--- src/sv/assert_macros.svh ---
// Assertion macros shared by the traffic table RTL.
// Depends on nothing; define NO_ASSERTIONS to compile the checks out.
`ifndef ASSERT_MACROS_SVH
`define ASSERT_MACROS_SVH
`ifndef NO_ASSERTIONS
`define PSTT_ASSERT(name, clk, rst, prop, msg) \
   name: assert property (@(posedge clk) disable iff (rst) prop) else $error(msg);
`define PSTT_NEVER(name, clk, rst, prop, msg) \
   name: assert property (@(posedge clk) disable iff (rst) !(prop)) else $error(msg);
`else
`define PSTT_ASSERT(name, clk, rst, prop, msg)
`define PSTT_NEVER(name, clk, rst, prop, msg)
`endif
`endif

--- src/sv/pstt_ram.sv ---
// Simple dual-port memory: one write port, one registered read port.
// Depends on nothing; contents are undefined until written.
`default_nettype none
module pstt_ram #(
   parameter int unsigned WIDTH = 8,
   parameter int unsigned DEPTH = 16,
   localparam int unsigned AW = $clog2(DEPTH)
) (
   input  wire logic             clock,
   input  wire logic             wr_en,
   input  wire logic [AW-1:0]    wr_addr,
   input  wire logic [WIDTH-1:0] wr_data,
   input  wire logic             rd_en,
   input  wire logic [AW-1:0]    rd_addr,
   output logic      [WIDTH-1:0] rd_data
);

   logic [WIDTH-1:0] mem [DEPTH];

   // Write and read the array; read data holds until the next read
   always_ff @(posedge clock) begin
      if (wr_en) begin
         mem[wr_addr] <= wr_data;
      end
      if (rd_en) begin
         rd_data <= mem[rd_addr];
      end
   end

endmodule
`default_nettype wire

--- config.mk ---
export PLATFORM = sky130hd
export DESIGN_NAME = pstt_ram
export DESIGN_NICKNAME = d
export VERILOG_FILES = /design/src/sv/assert_macros.svh /design/src/sv/pstt_ram.sv
export SDC_FILE = /design/constraint.sdc
export NUM_CORES = 1
export LEC_CHECK = 0
export ABC_AREA = 1
export BUFFER_PORTS_ARGS = -buffer_cell sky130_fd_sc_hd__buf_4
export CORE_MARGIN = 2
export CORE_UTILIZATION = 61
export DETAILED_ROUTE_END_ITERATION = 8
export GPL_ROUTABILITY_DRIVEN = 0
export PLACE_DENSITY = 0.9
export SYNTH_ARGS = -nofsm -noshare
export SYNTH_HDL_FRONTEND = slang
export SYNTH_SLANG_ARGS = --single-unit
--- constraint.sdc ---
create_clock -name clock -period 1.3 [get_ports clock]
set_clock_uncertainty 0.1 [all_clocks]
set_input_delay 0.13 -clock clock [delete_from_list [all_inputs] [get_ports clock]]
set_output_delay 0.13 -clock clock [all_outputs]
set_load 0.005 [all_outputs]
==> results.py <==
metrics = {
    "synth": {
        "syn_inst": 551,
        "synthesis.nets": 570,
        "synth_area_per_cell_um2": 10.6,
        "synth-seq-cells": 136,
        "yosysWarnings": 0,
        "synthesis.area_mm2": 0.00585,
        "netlist-cell-type-count": 11,
        "ys_seq_area_share_pct": 69.8,
    },
    "die": {
        "core_region_area_mm2": 0.00928,
        "die_h_um": 102,
        "start_util_pct": 63.0,
        "die_area_mm2": 0.0104,
        "io_pins": 27,
        "die_x_um": 102,
        "row_count": 35,
    },
    "placed_design": {
        "pre_cts_ws_ns": -0.145,
        "place_hpwl_mm": 8.35,
        "placed_area_mm2": 0.00628,
        "port_buffers": 26,
    },
    "worst_setup_path": {
        "reg2reg_depth": 6,
        "cpPeakStageDelay_ns": 0.45,
        "crit_chain": "buf_6",
        "required_ns": 1.07,
        "r2r_slack_ns": 0.01,
        "path_buf_inv": 1,
        "reg2reg_from": "mem[5][3]",
        "cp.depth": 1,
        "crit_path_top_delay_cell": "edfxtp_1",
        "critPathTopFamily": "flip-flops",
        "worst_ep_arrival_time_ns": 1.13,
        "cp_max_fo": 1,
        "worst-setup-path-type": "register to output pin",
        "end_kind": "output pin",
        "reg2reg_to": "rd_data[3]",
        "cp-start-kind": "register",
    },
    "hold_path": {
        "holdCritStartpoint": "wr_en",
        "holdPathEnd": "mem[3][1]",
        "hold_path_class": "input port to register",
        "worstHoldPathCells": 4,
    },
    "clock_tree": {
        "cts.htree.levels": 4,
        "postCtsSetupBuffers": 0,
        "cts_tree": "done",
        "cts_root_buf": "clkbuf_8",
        "clk_latency_ns": 0.53,
        "clock_tree.buffer_depth": 2,
        "path_clk_slew_ns": 0.06,
        "cts.sink_count": 136,
        "numCtsBuffers": 17,
    },
    "sta": {
        "fin_crit_sh_pct": 104,
        "fmax_mhz": 738,
        "final_hold_viol_count": 0,
        "final.min_clock_period_ns": 1.36,
        "worst_pin_slew_ns": 0.636,
        "slew_headroom_pct": 57.5,
        "finalSetupViolations": 4,
        "drv_slew": 0,
        "grt_setup_unrepaired": "yes",
        "layout_setup_ws_ns": -0.0558,
    },
    "routing": {
        "drc": 0,
        "antenna_left": 0,
        "vias": 4219,
        "first_pass_iters": 5,
        "dr_wl_met2_mm": 7.28,
        "drt_iter0_drc": 424,
        "routed_wl_mm": 14.3,
        "met1_length_mm": 4.93,
        "viasPerCell": 5.63,
        "wl_met3_mm": 1.49,
        "dr.max_layer_used": "met4",
        "wl_per_cell_um": 19.1,
    },
    "global_routing": {
        "grt_pass1_vias": 4068,
        "track_usage_pct": 29.1,
        "grt_start_max_net_pins": 38,
        "antenna_found_initial": 0,
        "grt_pass1_wl_mm": 21.5,
        "grt.overflow.total": 0,
    },
    "power_and_ir_drop": {
        "p_per_area_mw_per_mm2": 1480,
        "power_leakage_uw": 0.00304,
        "vdd_drop_max_uv": 1320,
    },
    "final_layout": {
        "drive_gt1_share_pct": 14.4,
        "syn_to_final_growth_pct": 19.9,
        "final_cell_mix": "nand2_1 (173), edfxtp_1 (136), inv_1 (100), nand3_1 (90), buf_4 (43)",
        "final_common_cell": "nand2_1",
        "final_nets": 627,
        "diodes": 0,
        "fin_area_mm2": 0.00701,
    },
    "outcome": {
        "status": "complete, but fails checks",
        "violations": "setup timing",
    },
    "flow_run": {
        "maxCapViolCount": 0,
    },
}
-- metal layers --
| metal | track usage [%] | vias up |
|---|---|---|
| li1 | - | 1897 |
| met1 | 35.6 | 1927 |
| met2 | 49.6 | 333 |
| met3 | 6.70 | 62 |
| met4 | 13.2 | 0 |
| met5 | 0 | - |
-- worst max path at each step --
stage               start    endpoint
2_1_floorplan  wr_addr[2]  mem[10][0]
3_3_place_gp   rd_addr[1]  rd_data[0]
3_5_place_dp   rd_addr[1]  rd_data[0]
4_1_cts        rd_data[3]  rd_data[3]
5_1_grt        rd_data[3]  rd_data[3]
6_report       rd_data[3]  rd_data[3]
-- worst register-to-register path, delay by kind of cell (launching register included) --
| family | cells | cell delay [ns] |
|---|---|---|
| AND/OR/NAND/NOR | 5 | 0.50 |
| flip-flops | 1 | 0.38 |
| buffers and inverters | 1 | 0.06 |
-- timing repair --
| item | CTS | global route |
|---|---|---|
| hold buffers | 10 | 0 |
| gates cloned | 0 | 0 |
| resized for setup | 4 | 8 |
| setup endpoints to repair | 4 | 11 |
| endpoints found under the hold margin | 144 | 0 |
-- metrics by stage --
stage                     power (uW)  std cells  hold slack [ns]  util [%]  TNS, ns
after floorplan                 5400        551            0.129         -        0
after detailed placement        5700        708            0.331      67.7   -0.868
after global routing           10600        749            0.105      75.5   -0.271
after global placement          5660        708            0.325      67.7   -0.526
after CTS                      10300        749           0.0877      75.1   -0.174
final                          10400        749           0.0991      75.5   -0.178
-- power breakdown --
| part | switching, uW | internal, uW | leakage [uW] |
|---|---|---|---|
| Sequential | 37.6 | 4940 | 0.00124 |
| Clock | 1790 | 2900 | 0.000276 |
| Combinational | 452 | 250 | 0.00153 |
-- sequential cells by signal (all words and copies together) (netlist names) --
signal   flops
rd_data      8
mem        128
-- final cells by class --
type / count / area (um2)
Tap cell: 129 / 161
Clock buffer: 18 / 418
Clock inverter: 13 / 154
Timing Repair Buffer: 62 / 559
Multi-Input combinational cell: 289 / 1250
Fill cell: 547 / 2280
Sequential cell: 136 / 4080
Inverter: 102 / 383
-- kinds of logic (layout without fill, tap and decap cells) --
| kind of cell | after synthesis | in the layout | synth area share (%) |
|---|---|---|---|
| buffers and inverters | 126 | 195 | 9.39 |
| DFF | 136 | 136 | 69.8 |
| and+or+nand+nor | 289 | 289 | 20.8 |
-- Yosys cell counts (all sizes together) --
cell | instances | area, um2
nand2 | 173 | 649
nand3b | 2 | 15.0
buf | 24 | 166
nand3 | 97 | 485
nor2 | 17 | 63.8
inv | 102 | 383
edfxtp | 136 | 4080
Power figures use the tool's default switching activity.
