===== src/sv/assert_macros.svh =====
// Assertion macros shared by the traffic table RTL.
// Depends on nothing; define NO_ASSERTIONS to compile the checks out.
`ifndef ASSERT_MACROS_SVH
`define ASSERT_MACROS_SVH
`ifndef NO_ASSERTIONS
`define PSTT_ASSERT(name, clk, rst, prop, msg) \
   name: assert property (@(posedge clk) disable iff (rst) prop) else $error(msg);
`define PSTT_NEVER(name, clk, rst, prop, msg) \
   name: assert property (@(posedge clk) disable iff (rst) !(prop)) else $error(msg);
`else
`define PSTT_ASSERT(name, clk, rst, prop, msg)
`define PSTT_NEVER(name, clk, rst, prop, msg)
`endif
`endif


===== src/sv/pstt_pkg.sv =====
// Types and constants of the per-source traffic table.
// Used by pstt_alu and the top level; depends on nothing.
`default_nettype none
package pstt_pkg;

   localparam int unsigned DEF_TABLE_ENTRIES = 1024;
   localparam int unsigned DEF_PROTOCOLS     = 10;
   localparam int unsigned CNT_W             = 48;
   localparam logic [CNT_W-1:0] CNT_MAX      = '1;

   typedef struct packed {
      logic [31:0] source_address;
      logic [7:0]  protocol_code;
      logic [15:0] packet_length;
   } req_type;

   typedef struct packed {
      logic [9:0]       entry_index;
      logic             entry_created;
      logic             table_full;
      logic [CNT_W-1:0] entry_packets;
      logic [CNT_W-1:0] entry_bytes;
      logic [3:0]       protocol_count;
      logic             protocol_added;
      logic             protocol_set_full;
      logic [CNT_W-1:0] all_packets;
      logic [10:0]      entries_used;
   } rsp_type;

   // Results of the shared arithmetic unit
   typedef struct packed {
      logic [CNT_W-1:0] sum;
      logic             equal;
   } alu_res_type;

endpackage
`default_nettype wire


===== src/sv/pstt_alu.sv =====
// Shared arithmetic unit: 48-bit saturating add and 32-bit equality compare.
// Depends on pstt_pkg.
`default_nettype none
module pstt_alu (
   input  wire logic [pstt_pkg::CNT_W-1:0] add_a,
   input  wire logic [pstt_pkg::CNT_W-1:0] add_b,
   input  wire logic [31:0]                cmp_a,
   input  wire logic [31:0]                cmp_b,
   output pstt_pkg::alu_res_type           res
);
   import pstt_pkg::*;

   logic [CNT_W:0] raw_sum;

   // Add with carry out; both operands fit 48 bits, so carry means overflow
   assign raw_sum   = {1'b0, add_a} + {1'b0, add_b};
   assign res.sum   = raw_sum[CNT_W] ? CNT_MAX : raw_sum[CNT_W-1:0];
   assign res.equal = (cmp_a == cmp_b);

endmodule
`default_nettype wire


===== config.mk =====
export PLATFORM = sky130hd
export DESIGN_NAME = pstt_alu
export DESIGN_NICKNAME = d
export VERILOG_FILES = /design/src/sv/assert_macros.svh /design/src/sv/pstt_pkg.sv /design/src/sv/pstt_alu.sv
export SDC_FILE = /design/constraint.sdc
export NUM_CORES = 1
export LEC_CHECK = 0
export BUFFER_PORTS_ARGS = -buffer_cell sky130_fd_sc_hd__buf_2
export CAP_MARGIN = 20
export CORE_ASPECT_RATIO = 0.8
export CORE_MARGIN = 5
export CORE_UTILIZATION = 49
export DETAILED_ROUTE_END_ITERATION = 10
export GPL_TIMING_DRIVEN = 1
export PLACE_DENSITY_LB_ADDON = 0.05
export SYNTH_ARGS = -nofsm -noshare
export SYNTH_HDL_FRONTEND = slang
export SYNTH_SLANG_ARGS = --single-unit

===== constraint.sdc =====
create_clock -name vclk -period 7
set_clock_uncertainty 0.1 [all_clocks]
set_input_delay 0.35 -clock vclk [all_inputs]
set_output_delay 0.35 -clock vclk [all_outputs]
set_load 0.01 [all_outputs]

==> summary.md <==
| Metric | Value |
|---|---|
| Antenna diode count | `0` |
| WL/cell | `15.2 µm` |
| Slew headroom | `44.2%` |
| First-pass GRT wire length | `18600 µm` |
| DRC | `0` |
| Worst-margin pin slew | `0.836 ns` |
| Syn Inst Count | `between 400 and 500` |
| WP data arrival | `approximately 3.5 ns` |
| DR vias | `4375` |
| Die ar. | `0.00849 mm²` |
| Flip-flop and latch count | `0` |
| Synth area leaders | `ha_1 18%, xor2_1 14%, nand2_1 9.3%` |
| Final Max Slew Viols | `0` |
| Hold endpoint | `res[1]` |
| GPL Wtd Cong | `0.903` |
| Final core occ | `67.6%` |
| Hold path startpoint | `add_b[0]` |
| IO Pins | `209` |
| Initial Util | `around half` |
| Chip Width | `a little over 100 µm` |
| Achievable Freq | `about 250 MHz` |
| Seq. cell area | `0 µm²` |
| Vias in the first global route | `4116` |
| Maxcap violations | `0` |
| Clk_buf instances | `0` |
| Pwr/cell area | `around 110 mW/mm²` |
| Worst hold path class | `input port to primary output` |
| Crit Path Max Fanout | `50` |
| Area Growth Syn to Fin | `32.6%` |
| Static leakage | `0.00234 µW` |
| Syn Std Cell Area | `0.00330 mm²` |
| Fin crit share | `56.8%` |
| Syn nets | `696` |
| Unrepaired setup endpoints after global routing | `no` |
| Setup TNS | `0 ns` |
| Tmin final | `slightly below 4 ns` |
| # rows | `26` |
| Worst Path Required | `6.55 ns` |
| Routed WL | `11600 µm` |
| Sequential area share after synthesis | `0%` |
| First drt pass iteration count | `5` |
| Synth Warn # | `0` |
| Count of final setup violators | `0` |
| Post-synth top area cell | `ha_1` |
| Setup crit end kind | `primary output` |
| Avg Cell Area, Syn | `6.77 µm²` |
| Via-to-Cell Ratio | `5.71` |
| Final Hold Fails | `0` |
| Post-DRT Antenna Nets | `0` |
| Initial DRC Count | `216` |
| Nets | `893` |
| Die height | `83.4 µm` |
| Grt ovf | `0` |
| Peak VDD IR | `between 0.00006 and 0.00007 V` |
| Largest net degree at the start of global routing | `51` |
| # resized after CTS | `0` |
| Yosys cell types | `57` |
| Port bufs | `209` |
| Design Power | `477 µW` |
| Post-CTS Setup Repair Bufs | `0` |
| Synth top area share | `18.2%` |
| Layout cells sized above 1 | `32.7%` |
| Core Region | `0.00647 mm²` |
| Hold path cells | `4` |
| Antenna violations before repair | `0` |
| HPWL after DPL | `10300 µm` |
| WS Path Type | `input port to primary output` |
| Status | `finished clean` |
| Hold Buf Count CTS | `0` |
| Fin Hold WS | `1.00 ns` |
| Element type at the critical path start | `input port` |
| Setup crit start | `add_a[17]` |
| All-Layer GR Usage | `about 25%` |
[layout by cell type, fill, tap and decap left out, types with 6 or more instances in the layout]
master | netlist | layout
buf_2 | 9 | 209
nand2_1 | 82 | 82
a21oi_1 | 55 | 55
xor2_1 | 54 | 54
ha_1 | 48 | 48
a21o_1 | 26 | 26
nor2_1 | 26 | 26
o21ai_0 | 22 | 22
xnor2_1 | 17 | 17
nand3_1 | 16 | 16
inv_1 | 11 | 11
o21bai_1 | 10 | 10
nor4_1 | 10 | 10
nor3_1 | 9 | 9
and3_1 | 8 | 8
o21a_1 | 7 | 7
nand4_1 | 6 | 6
a31oi_1 | 6 | 6
[per-stage QoR]
stage,setup WS (ns),instance area (µm²),std cells
floorplan,3.97,3300,487
global placement,3.20,4370,766
detailed placement,3.10,4370,766
CTS,3.12,4370,766
global route,2.71,4370,766
finish,3.02,4370,766
[worst max-delay path, cell delays in order]
cell	delay [ns]
buf_2	0.10
ha_1	0.36
a21oi_1	0.28
o21ai_0	0.19
a2111oi_0	0.60
o211a_1	0.24
a21o_1	0.15
a211o_2	0.69
nand2_1	0.11
mux2_2	0.28
buf_2	0.14
[worst max-delay path by stage]
stage                         end  slack (ns)
final                     res[43]        3.02
after global routing      res[43]        2.71
after CTS                 res[48]        3.12
after detailed placement  res[48]        3.10
after global placement    res[43]        3.20
after floorplan           res[31]        3.97
[power by group]
part           switching [µW]  total, µW  leakage (µW)  internal, µW
Clock                       0          0             0             0
Combinational             272        477       0.00234           204
Sequential                  0          0             0             0
Total                     272        477       0.00234           204
[area by class of cell]
type | instances | area [µm²]
Tap cell | 84 | 105
Fill cell | 608 | 2100
Timing Repair Buffer | 209 | 1050
Inverter | 11 | 41.3
Multi-Input combinational cell | 462 | 3180
[Yosys cell counts, types with 2 or more instances]
cell / n
nand2_1: 82
a21oi_1: 55
xor2_1: 54
ha_1: 48
a21o_1: 26
nor2_1: 26
o21ai_0: 22
xnor2_1: 17
nand3_1: 16
inv_1: 11
nor4_1: 10
o21bai_1: 10
buf_2: 9
nor3_1: 9
and3_1: 8
o21a_1: 7
a31oi_1: 6
nand4_1: 6
o211ai_1: 5
o21ai_1: 5
a211oi_1: 4
and2_1: 4
nor2b_1: 3
a211oi_2: 2
a21oi_2: 2
a221oi_1: 2
a41oi_1: 2
and2_0: 2
clkbuf_1: 2
mux2_2: 2
nand2b_1: 2
nor3b_1: 2
o21ai_2: 2
[cells by family (layout without fill, tap and decap cells)]
logic type	after synthesis	in the layout	share of synthesized area, %
compound gates	167	167	34.1
mux	2	2	0.683
simple gates	173	173	24.0
buf+inv	25	220	3.56
xor+xnor	71	71	18.8
fa+ha+maj	49	49	18.8
[routing by layer]
layer	global-route usage, %	part of all wire [%]	vias up
li1	-	-	2192
met1	33.5	41	1928
met2	45.0	47	241
met3	2.35	11	14
met4	2.66	1.2	0
met5	0	0	-
Power figures use the tool's default switching activity.
